`config.mk`:
```
export PLATFORM = sky130hd
export DESIGN_NAME = random_slot_pool_allocator_core
export DESIGN_NICKNAME = d
export VERILOG_FILES = /design/src/rspa_pkg.sv /design/src/rspa_div.sv /design/src/random_slot_pool_allocator_core.sv
export VERILOG_INCLUDE_DIRS = /design/src /design/src/src
export SDC_FILE = /design/constraint.sdc
export NUM_CORES = 1
export LEC_CHECK = 0
export ABC_AREA = 1
export BUFFER_PORTS_ARGS = -buffer_cell sky130_fd_sc_hd__buf_2
export CAP_MARGIN = 20
export CORE_MARGIN = 4
export CORE_UTILIZATION = 55
export DETAILED_ROUTE_END_ITERATION = 10
export GPL_TIMING_DRIVEN = 1
export HOLD_SLACK_MARGIN = 0.06
export PLACE_DENSITY_LB_ADDON = 0.2
export SETUP_SLACK_MARGIN = 0.4
export SLEW_MARGIN = 20
export SYNTH_ARGS = -nofsm -noshare
export SYNTH_HDL_FRONTEND = slang
export SYNTH_SLANG_ARGS = --single-unit
```
`constraint.sdc`:
```
create_clock -name clk -period 19.86 [get_ports clk]
set_clock_uncertainty 0.15 [all_clocks]
set_input_delay 3.972 -clock clk [delete_from_list [all_inputs] [get_ports clk]]
set_output_delay 3.972 -clock clk [all_outputs]
set_load 0.01 [all_outputs]
```
`src/random_slot_pool_allocator_core_assert.svh`:
```
`ifndef RANDOM_SLOT_POOL_ALLOCATOR_CORE_ASSERT_SVH
`define RANDOM_SLOT_POOL_ALLOCATOR_CORE_ASSERT_SVH

// same-cycle implication, sampled on clk, off while rst_n is low
`define RSPA_IMPLY(label, ante, cons) \
    label: assert property (@(posedge clk) disable iff (!rst_n) (ante) |-> (cons)) \
        else $error("rspa check failed");

// next-cycle implication, sampled on clk, off while rst_n is low
`define RSPA_NEXT(label, ante, cons) \
    label: assert property (@(posedge clk) disable iff (!rst_n) (ante) |=> (cons)) \
        else $error("rspa check failed");

`endif

```
`src/rspa_pkg.sv`:
```
package rspa_pkg;

    localparam int SLOTS   = 64;
    localparam int ROW_W   = 8;
    localparam int ROWS    = SLOTS / ROW_W;
    localparam int ROW_AW  = $clog2(ROWS);
    localparam int LANE_AW = $clog2(ROW_W);
    localparam int IDX_W   = 6;
    localparam int SIZE_W  = 7;
    localparam int CNT_W   = $clog2(SLOTS + 1);
    localparam int SEED_W  = 32;

    localparam logic [1:0] MODE_ACQ  = 2'd0;
    localparam logic [1:0] MODE_RAND = 2'd1;
    localparam logic [1:0] MODE_REL  = 2'd2;

    localparam logic [2:0] ST_OK        = 3'd0;
    localparam logic [2:0] ST_RANGE     = 3'd1;
    localparam logic [2:0] ST_TAKEN     = 3'd2;
    localparam logic [2:0] ST_NOT_ACQ   = 3'd3;
    localparam logic [2:0] ST_EXHAUSTED = 3'd4;

    typedef struct packed {
        logic [1:0]       mode;
        logic [IDX_W-1:0] slot_index;
    } in_item_t;

    typedef struct packed {
        logic [IDX_W-1:0] granted_slot;
        logic [2:0]       status;
    } out_item_t;

endpackage

```
`src/rspa_div.sv`:
```
module rspa_div import rspa_pkg::*; (
    input  logic              clk,
    input  logic              rst_n,
    input  logic              start,
    input  logic [SEED_W-1:0] dividend,
    input  logic [CNT_W-1:0]  divisor,
    output logic              done,
    output logic [CNT_W-1:0]  remainder
);

    localparam int STEP_W = $clog2(SEED_W);

    logic              busy_reg;
    logic              done_reg;
    logic [STEP_W-1:0] step_reg;
    logic [SEED_W-1:0] dvd_reg;
    logic [CNT_W-1:0]  dvs_reg;
    logic [CNT_W-1:0]  rem_reg;
    logic [CNT_W:0]    trial;
    logic [CNT_W-1:0]  rem_next;

    // restoring remainder, one dividend bit per cycle, msb first
    always_comb
    begin
        trial = {rem_reg, dvd_reg[SEED_W-1]};
        if (trial >= {1'b0, dvs_reg})
        begin
            rem_next = CNT_W'(trial - {1'b0, dvs_reg});
        end
        else
        begin
            rem_next = trial[CNT_W-1:0];
        end
    end

    always_ff @(posedge clk or negedge rst_n)
    begin
        if (!rst_n)
        begin
            busy_reg <= 1'b0;
            done_reg <= 1'b0;
            step_reg <= '0;
        end
        else
        begin
            done_reg <= 1'b0;
            if (start)
            begin
                busy_reg <= 1'b1;
                step_reg <= '0;
            end
            else if (busy_reg)
            begin
                step_reg <= step_reg + STEP_W'(1);
                if (step_reg == STEP_W'(SEED_W - 1))
                begin
                    busy_reg <= 1'b0;
                    done_reg <= 1'b1;
                end
            end
        end
    end

    always_ff @(posedge clk)
    begin
        if (start)
        begin
            dvd_reg <= dividend;
            dvs_reg <= divisor;
            rem_reg <= '0;
        end
        else if (busy_reg)
        begin
            dvd_reg <= {dvd_reg[SEED_W-2:0], 1'b0};
            rem_reg <= rem_next;
        end
    end

    assign done      = done_reg;
    assign remainder = rem_reg;

endmodule

```
`src/random_slot_pool_allocator_core.sv`:
```
// named acquire or release: S_NAMED checks and updates the row, S_OUT loads the result, then S_IDLE accepts again
// random acquire: a count scan over the rows, a bit-serial remainder of the next seed and a select scan;
//   no free slot answers after the count scan alone
// one item is in flight at a time; the output register frees the input side early
// reset (rst_n, async, active low): every slot free, seed 1, pool size 64;
//   row valid bits make the used-bit memory read as zero, no clearing pass
`include "random_slot_pool_allocator_core_assert.svh"

module random_slot_pool_allocator_core import rspa_pkg::*; (
    input  logic              clk,
    input  logic              rst_n,
    input  logic              in_valid,
    output logic              in_ready,
    input  in_item_t          in_data,
    output logic              out_valid,
    input  logic              out_ready,
    output out_item_t         out_data,
    input  logic              cfg_we,
    input  logic [SIZE_W-1:0] cfg_wdata
);

    localparam logic [2:0] S_IDLE   = 3'd0;
    localparam logic [2:0] S_NAMED  = 3'd1;
    localparam logic [2:0] S_COUNT  = 3'd2;
    localparam logic [2:0] S_DIV    = 3'd3;
    localparam logic [2:0] S_SELECT = 3'd4;
    localparam logic [2:0] S_OUT    = 3'd5;

    function automatic logic [SEED_W-1:0] xorshift(input logic [SEED_W-1:0] s);
        logic [SEED_W-1:0] t;
        t = s ^ (s << 13);
        t = t ^ (t >> 17);
        t = t ^ (t << 5);
        return t;
    endfunction

    function automatic logic [LANE_AW:0] popcount(input logic [ROW_W-1:0] v);
        logic [LANE_AW:0] c;
        c = '0;
        for (int j = 0; j < ROW_W; j++)
        begin
            c = c + (LANE_AW + 1)'(v[j]);
        end
        return c;
    endfunction

    // lanes of a row that fall below the active pool size
    function automatic logic [ROW_W-1:0] lane_mask(input logic [ROW_AW-1:0] r,
                                                    input logic [SIZE_W-1:0] sz);
        logic [ROW_W-1:0] m;
        logic [IDX_W-1:0] slot;
        for (int j = 0; j < ROW_W; j++)
        begin
            slot = {r, LANE_AW'(j)};
            m[j] = ({1'b0, slot} < sz);
        end
        return m;
    endfunction

    // position of the n-th set bit, counting from zero
    function automatic logic [LANE_AW-1:0] nth_set(input logic [ROW_W-1:0] v,
                                                    input logic [LANE_AW-1:0] n);
        logic [LANE_AW:0]   seen;
        logic [LANE_AW-1:0] pos;
        logic               hit;
        seen = '0;
        pos  = '0;
        hit  = 1'b0;
        for (int j = 0; j < ROW_W; j++)
        begin
            if (v[j] && !hit && (seen == {1'b0, n}))
            begin
                pos = LANE_AW'(j);
                hit = 1'b1;
            end
            seen = seen + (LANE_AW + 1)'(v[j]);
        end
        return pos;
    endfunction

    logic [2:0]          state_reg, state_next;
    logic [SIZE_W-1:0]   pool_size_reg;
    logic [SEED_W-1:0]   seed_reg, seed_next;
    logic [SEED_W-1:0]   seed_cand_reg, seed_cand_next;
    logic [1:0]          mode_reg, mode_next;
    logic [IDX_W-1:0]    idx_reg, idx_next;
    out_item_t           res_reg, res_next;
    logic                out_valid_reg, out_valid_next;
    out_item_t           out_data_reg, out_data_next;
    logic [ROW_AW:0]     iss_cnt_reg, iss_cnt_next;
    logic [CNT_W-1:0]    free_cnt_reg, free_cnt_next;
    logic [CNT_W-1:0]    pick_reg, pick_next;
    logic [ROWS-1:0]     row_vld_reg;
    logic                rd_pend_reg;
    logic                rd_vld_reg;
    logic [ROW_AW-1:0]   rd_row_reg;
    logic [ROW_W-1:0]    rd_data_reg;

    logic [ROW_W-1:0]    mem [ROWS];
    logic                mem_re;
    logic [ROW_AW-1:0]   mem_raddr;
    logic                mem_we;
    logic [ROW_AW-1:0]   mem_waddr;
    logic [ROW_W-1:0]    mem_wdata;

    logic [SIZE_W-1:0]   size;
    logic [ROW_W-1:0]    row_q;
    logic [ROW_W-1:0]    free_bits;
    logic [LANE_AW:0]    row_free;
    logic [LANE_AW-1:0]  pick_lane;
    logic [LANE_AW-1:0]  lane;
    logic [ROW_AW-1:0]   row_sel;
    logic [CNT_W-1:0]    cnt_sum;
    logic                last_row;
    logic                div_start;
    logic                div_done;
    logic [CNT_W-1:0]    div_rem;

    assign size      = (pool_size_reg > SIZE_W'(SLOTS)) ? SIZE_W'(SLOTS) : pool_size_reg;
    assign row_q     = rd_vld_reg ? rd_data_reg : '0;
    assign free_bits = ~row_q & lane_mask(rd_row_reg, size);
    assign row_free  = popcount(free_bits);
    assign pick_lane = nth_set(free_bits, pick_reg[LANE_AW-1:0]);
    assign lane      = idx_reg[LANE_AW-1:0];
    assign row_sel   = idx_reg[IDX_W-1:LANE_AW];
    assign cnt_sum   = free_cnt_reg + CNT_W'(row_free);
    assign last_row  = (rd_row_reg == ROW_AW'(ROWS - 1));

    assign in_ready  = (state_reg == S_IDLE);
    assign out_valid = out_valid_reg;
    assign out_data  = out_data_reg;

    rspa_div u_div (
        .clk       (clk),
        .rst_n     (rst_n),
        .start     (div_start),
        .dividend  (xorshift(seed_reg)),
        .divisor   (cnt_sum),
        .done      (div_done),
        .remainder (div_rem)
    );

    always_comb
    begin
        state_next     = state_reg;
        seed_next      = seed_reg;
        seed_cand_next = seed_cand_reg;
        mode_next      = mode_reg;
        idx_next       = idx_reg;
        res_next       = res_reg;
        iss_cnt_next   = iss_cnt_reg;
        free_cnt_next  = free_cnt_reg;
        pick_next      = pick_reg;
        out_valid_next = out_valid_reg && !out_ready;
        out_data_next  = out_data_reg;
        mem_re         = 1'b0;
        mem_raddr      = iss_cnt_reg[ROW_AW-1:0];
        mem_we         = 1'b0;
        mem_waddr      = row_sel;
        mem_wdata      = row_q;
        div_start      = 1'b0;

        unique case (state_reg)
            S_IDLE:
            begin
                if (in_valid)
                begin
                    mode_next = in_data.mode;
                    idx_next  = in_data.slot_index;
                    mem_re    = 1'b1;
                    mem_raddr = in_data.slot_index[IDX_W-1:LANE_AW];
                    case (in_data.mode) inside
                        MODE_ACQ, MODE_REL:
                        begin
                            if ({1'b0, in_data.slot_index} < size)
                            begin
                                state_next = S_NAMED;
                            end
                            else
                            begin
                                res_next   = '{granted_slot: '0, status: ST_RANGE};
                                state_next = S_OUT;
                            end
                        end
                        MODE_RAND:
                        begin
                            // the count scan starts here with row 0
                            mem_raddr     = '0;
                            iss_cnt_next  = (ROW_AW + 1)'(1);
                            free_cnt_next = '0;
                            state_next    = S_COUNT;
                        end
                        default:
                        begin
                            res_next   = '{granted_slot: '0, status: ST_RANGE};
                            state_next = S_OUT;
                        end
                    endcase
                end
            end
            S_NAMED:
            begin
                state_next = S_OUT;
                if (mode_reg == MODE_ACQ)
                begin
                    if (row_q[lane])
                    begin
                        res_next = '{granted_slot: '0, status: ST_TAKEN};
                    end
                    else
                    begin
                        mem_we    = 1'b1;
                        mem_wdata = row_q | (ROW_W'(1) << lane);
                        res_next  = '{granted_slot: idx_reg, status: ST_OK};
                    end
                end
                else
                begin
                    if (!row_q[lane])
                    begin
                        res_next = '{granted_slot: '0, status: ST_NOT_ACQ};
                    end
                    else
                    begin
                        mem_we    = 1'b1;
                        mem_wdata = row_q & ~(ROW_W'(1) << lane);
                        res_next  = '{granted_slot: idx_reg, status: ST_OK};
                    end
                end
            end
            S_COUNT:
            begin
                if (iss_cnt_reg < (ROW_AW + 1)'(ROWS))
                begin
                    mem_re       = 1'b1;
                    iss_cnt_next = iss_cnt_reg + (ROW_AW + 1)'(1);
                end
                if (rd_pend_reg)
                begin
                    free_cnt_next = cnt_sum;
                    if (last_row)
                    begin
                        if (cnt_sum == '0)
                        begin
                            res_next   = '{granted_slot: '0, status: ST_EXHAUSTED};
                            state_next = S_OUT;
                        end
                        else
                        begin
                            seed_cand_next = xorshift(seed_reg);
                            div_start      = 1'b1;
                            state_next     = S_DIV;
                        end
                    end
                end
            end
            S_DIV:
            begin
                if (div_done)
                begin
                    pick_next    = div_rem;
                    iss_cnt_next = '0;
                    state_next   = S_SELECT;
                end
            end
            S_SELECT:
            begin
                if (iss_cnt_reg < (ROW_AW + 1)'(ROWS))
                begin
                    mem_re       = 1'b1;
                    iss_cnt_next = iss_cnt_reg + (ROW_AW + 1)'(1);
                end
                if (rd_pend_reg)
                begin
                    if (pick_reg < CNT_W'(row_free))
                    begin
                        mem_we     = 1'b1;
                        mem_waddr  = rd_row_reg;
                        mem_wdata  = row_q | (ROW_W'(1) << pick_lane);
                        seed_next  = seed_cand_reg;
                        res_next   = '{granted_slot: {rd_row_reg, pick_lane}, status: ST_OK};
                        state_next = S_OUT;
                    end
                    else
                    begin
                        pick_next = pick_reg - CNT_W'(row_free);
                        if (last_row)
                        begin
                            res_next   = '{granted_slot: '0, status: ST_EXHAUSTED};
                            state_next = S_OUT;
                        end
                    end
                end
            end
            S_OUT:
            begin
                if (!out_valid_reg || out_ready)
                begin
                    out_valid_next = 1'b1;
                    out_data_next  = res_reg;
                    state_next     = S_IDLE;
                end
            end
            default:
            begin
                state_next = S_IDLE;
            end
        endcase
    end

    always_ff @(posedge clk or negedge rst_n)
    begin
        if (!rst_n)
        begin
            state_reg     <= S_IDLE;
            pool_size_reg <= SIZE_W'(SLOTS);
            seed_reg      <= SEED_W'(1);
            out_valid_reg <= 1'b0;
            iss_cnt_reg   <= '0;
            row_vld_reg   <= '0;
            rd_pend_reg   <= 1'b0;
            rd_vld_reg    <= 1'b0;
        end
        else
        begin
            state_reg     <= state_next;
            seed_reg      <= seed_next;
            out_valid_reg <= out_valid_next;
            iss_cnt_reg   <= iss_cnt_next;
            rd_pend_reg   <= mem_re;
            if (mem_re)
            begin
                rd_vld_reg <= row_vld_reg[mem_raddr];
            end
            if (mem_we)
            begin
                row_vld_reg[mem_waddr] <= 1'b1;
            end
            if (cfg_we)
            begin
                pool_size_reg <= cfg_wdata;
            end
        end
    end

    always_ff @(posedge clk)
    begin
        seed_cand_reg <= seed_cand_next;
        mode_reg      <= mode_next;
        idx_reg       <= idx_next;
        res_reg       <= res_next;
        out_data_reg  <= out_data_next;
        free_cnt_reg  <= free_cnt_next;
        pick_reg      <= pick_next;
        if (mem_re)
        begin
            rd_row_reg <= mem_raddr;
        end
    end

    // used-bit rows, one write and one registered read per cycle
    always_ff @(posedge clk)
    begin
        if (mem_we)
        begin
            mem[mem_waddr] <= mem_wdata;
        end
        if (mem_re)
        begin
            rd_data_reg <= mem[mem_raddr];
        end
    end

    `RSPA_IMPLY(a_we_in_update, mem_we, (state_reg == S_NAMED) || (state_reg == S_SELECT))
    `RSPA_IMPLY(a_seed_on_pick, !$stable(seed_reg), $past(state_reg) == S_SELECT)
    `RSPA_NEXT(a_out_load, (state_reg == S_OUT) && (!out_valid_reg || out_ready), out_valid_reg && (state_reg == S_IDLE))
    `RSPA_IMPLY(a_err_slot_zero, out_valid_reg && (out_data_reg.status != ST_OK), out_data_reg.granted_slot == '0)

endmodule
```
==> results.cfg <==
[sta]
period_needed_ns = 7.71
drv_slew = 0
hold_viol_final = 0
rsz0062_at_grt = false
worstMarginPinSlew_ns = 1.04
min_period_over_period_pct = 38.8
fmax_ghz = 0.130
relSlewSlack_pct = 30.1
setup_tns_ns = 0
timing.final.ws_setup_ns = 12.15
setup_viol = 0

[synthesis]
synth_top_family_by_area = simple AND/OR/NAND/NOR gates
synth-adder-area-share_pct = 4.57
seq_area_frac_synth_pct = 55.8
synthFlopType = edfxtp_1
syn-num-nets = 1332
yosysWarnings = 0
netlist.area_leader.share_pct = 42.5
synth.area.top_cells = edfxtp_1 (43%), dfrtp_1 (12%), nand2_1 (6.3%)
async_flop_share_pct = 24.9
synthCells = 1267
avgSynthCellArea_um2 = 10.4
syn_area_um2 = 13100
synthMuxAreaShare_pct = 2.99
synth_cell_type_count = 65
yosys_register_bits = 257
synthSimpleGateAreaFrac_pct = 15.6
synth_compound_area_share_pct = 8.93
synthXorXnorAreaFrac_pct = 5.94
yosys.area.top_type = edfxtp_1
synth-edff-count = 186

[critical_path]
crit_type = reg -> reg
critPathSlowestCell = nor2_1
critical_path_cell_count = 35
r2r_cells = 35
critical_path.most_common_cell = nand2_1
worstPathArrival_ns = 7.72
crit_buf_inv = 7
end_kind = register
crit_family = adder cells
required_ns = 19.87
start_kind = register
worstPathMaxFanout = 39
max_stage_delay_ns = 0.61

[worst_hold_path]
holdPathStages = 0
min_path_type = reg -> reg

[cts]
clk_path_buf_depth = 3
cts.sinks = 257
cts_hold_buf = 0
htreeDepth = 1
cts_buffers = 27
cts_root_buffer = clkbuf_16
worstSkewPairLatency_ns = 0.53
clkTransAtPathRegs_ns = 0.06
cts_tree = done
postCtsSetupBuffers = 0
cts_resized = 0

[route]
wire_per_inst_um = 17.8
vias = 8908
wirelength_um = 29100
via_per_inst = 5.44
firstDrtPassIters = 5
antenna_left = 0
drtIter0Drc = 788
drc_errors = 0

[place]
finalWeightedCongestion = 0.884
dp_hpwl_um = 20500
portBuffers = 30
dp_slack_ns = 12.16

[grt]
antenna_found_initial = 0
met2_usage_pct = 37.0
grt_pass1_vias = 8673
globalRouteOverflowTotal = 0
use_met1_pct = 31.8
grt_max_degree = 65
globalRoute.busiestLayer = met2
grt_use_total_pct = 22.2
use_met3_pct = 2.81
grt_pass1_wl_um = 46600

[layout]
antennaDiodeCount = 0
multi_input_area_um2 = 5000
nFillCells = 1950
regArea_um2 = 7330
syn_to_final_growth_pct = 9.77
layout-drive-gt1-share_pct = 14.0
largest_reg_flops = 64
top_register = mem
fin_nets = 1362

[run_status]
status = complete, no violations

[job]
drv_cap = 0

[floorplan]
fp.dieArea_um2 = 26400
die_h_um = 163
ios = 31
fp.dieW_um = 163
core_um2 = 23500
rows = 56
start_util_pct = 56.0
[synth_stat cells, types with 14 or more instances]
cell type    n
a21oi_1     29
buf_2       14
dfrtp_1     62
edfxtp_1   186
ha_1        40
inv_1      138
mux2_2      34
nand2_1    219
nand3_1     31
nor2_1     119
nor3_1      16
o211ai_1    15
o21ai_0     77
o21ai_1     21
xnor2_1     37
xor2_1      49
[cells in the final DEF, fill, tap and decap left out, drive strengths merged, types with 10 or more instances in the layout]
cell type / synthesis / layout
nand3: 38 / 38
nor2: 134 / 134
a31oi: 10 / 10
xnor2: 37 / 37
or2: 15 / 15
edfxtp: 186 / 186
mux2: 34 / 34
nor3: 16 / 16
clkbuf: 9 / 36
nand4: 10 / 10
o21ai: 100 / 100
a21oi: 31 / 31
inv: 151 / 151
dfrtp: 62 / 62
nand2: 234 / 234
ha: 40 / 40
o22ai: 10 / 10
buf: 29 / 39
clkinv: 2 / 10
xor2: 50 / 50
o211ai: 16 / 16
[per-layer routing]
layer	vias up	wire length (um)	share of wire, %
met1	4310	13200	45
met2	236	13900	48
met5	-	0	0
met3	32	1530	5.2
li1	4330	-	-
met4	0	497	1.7
[kinds of logic after synthesis]
logic type / Yosys count
simple gates: 454
flops: 257
compound gates: 198
buf+inv: 191
xor+xnor: 87
fa+ha+maj: 45
mux: 35
[cell type report]
class / count / share of cell area, %
clock inverter: 13 / 1.17
clock buffer: 36 / 4.99
inverter: 153 / 4.01
tap: 319 / 2.77
timing repair buffer: 39 / 1.51
sequential: 257 / 50.8
multi-input combinational: 819 / 34.7
[stage by stage]
step / cell area [um2] / util (%) / instances / hold slack (ns)
after floorplan: 13100 / - / 1267 / 0.250
after global placement: 13500 / 57.6 / 1587 / 0.253
final: 14400 / 61.4 / 1636 / 0.267
after detailed placement: 13500 / 57.6 / 1587 / 0.255
after CTS: 14400 / 61.4 / 1636 / 0.269
after global routing: 14400 / 61.4 / 1636 / 0.274
[worst paths after layout]
kind	from	end	slack, ns
worst max-delay path	pool_size_reg[2]$_DFFE_PN0P_	mem[6][0]$_DFFE_PP_	12.15
worst max register to register	pool_size_reg[2]$_DFFE_PN0P_	mem[6][0]$_DFFE_PP_	12.15
worst min register to register	res_reg[4]$_DFFE_PP_	out_data[4]$_DFFE_PP_	0.27
worst min-delay path	res_reg[4]$_DFFE_PP_	out_data[4]$_DFFE_PP_	0.27
min in group asynchronous	rst_n	row_vld_reg[2]$_DFFE_PN0P_	3.47
max in group asynchronous	rst_n	seed_reg[27]$_DFFE_PN0P_	15.44
[worst reg2reg max path: cells and delay by family, from the launching register on]
| kind | cells | cell delay, ns |
|---|---|---|
| compound gates | 3 | 0.34 |
| flops | 1 | 0.40 |
| buf+inv | 7 | 0.95 |
| simple gates | 16 | 2.23 |
| fa+ha+maj | 9 | 3.30 |
Power is not shown: default switching activity piles up to over one toggle a cycle in this logic, so the estimate is an artifact.
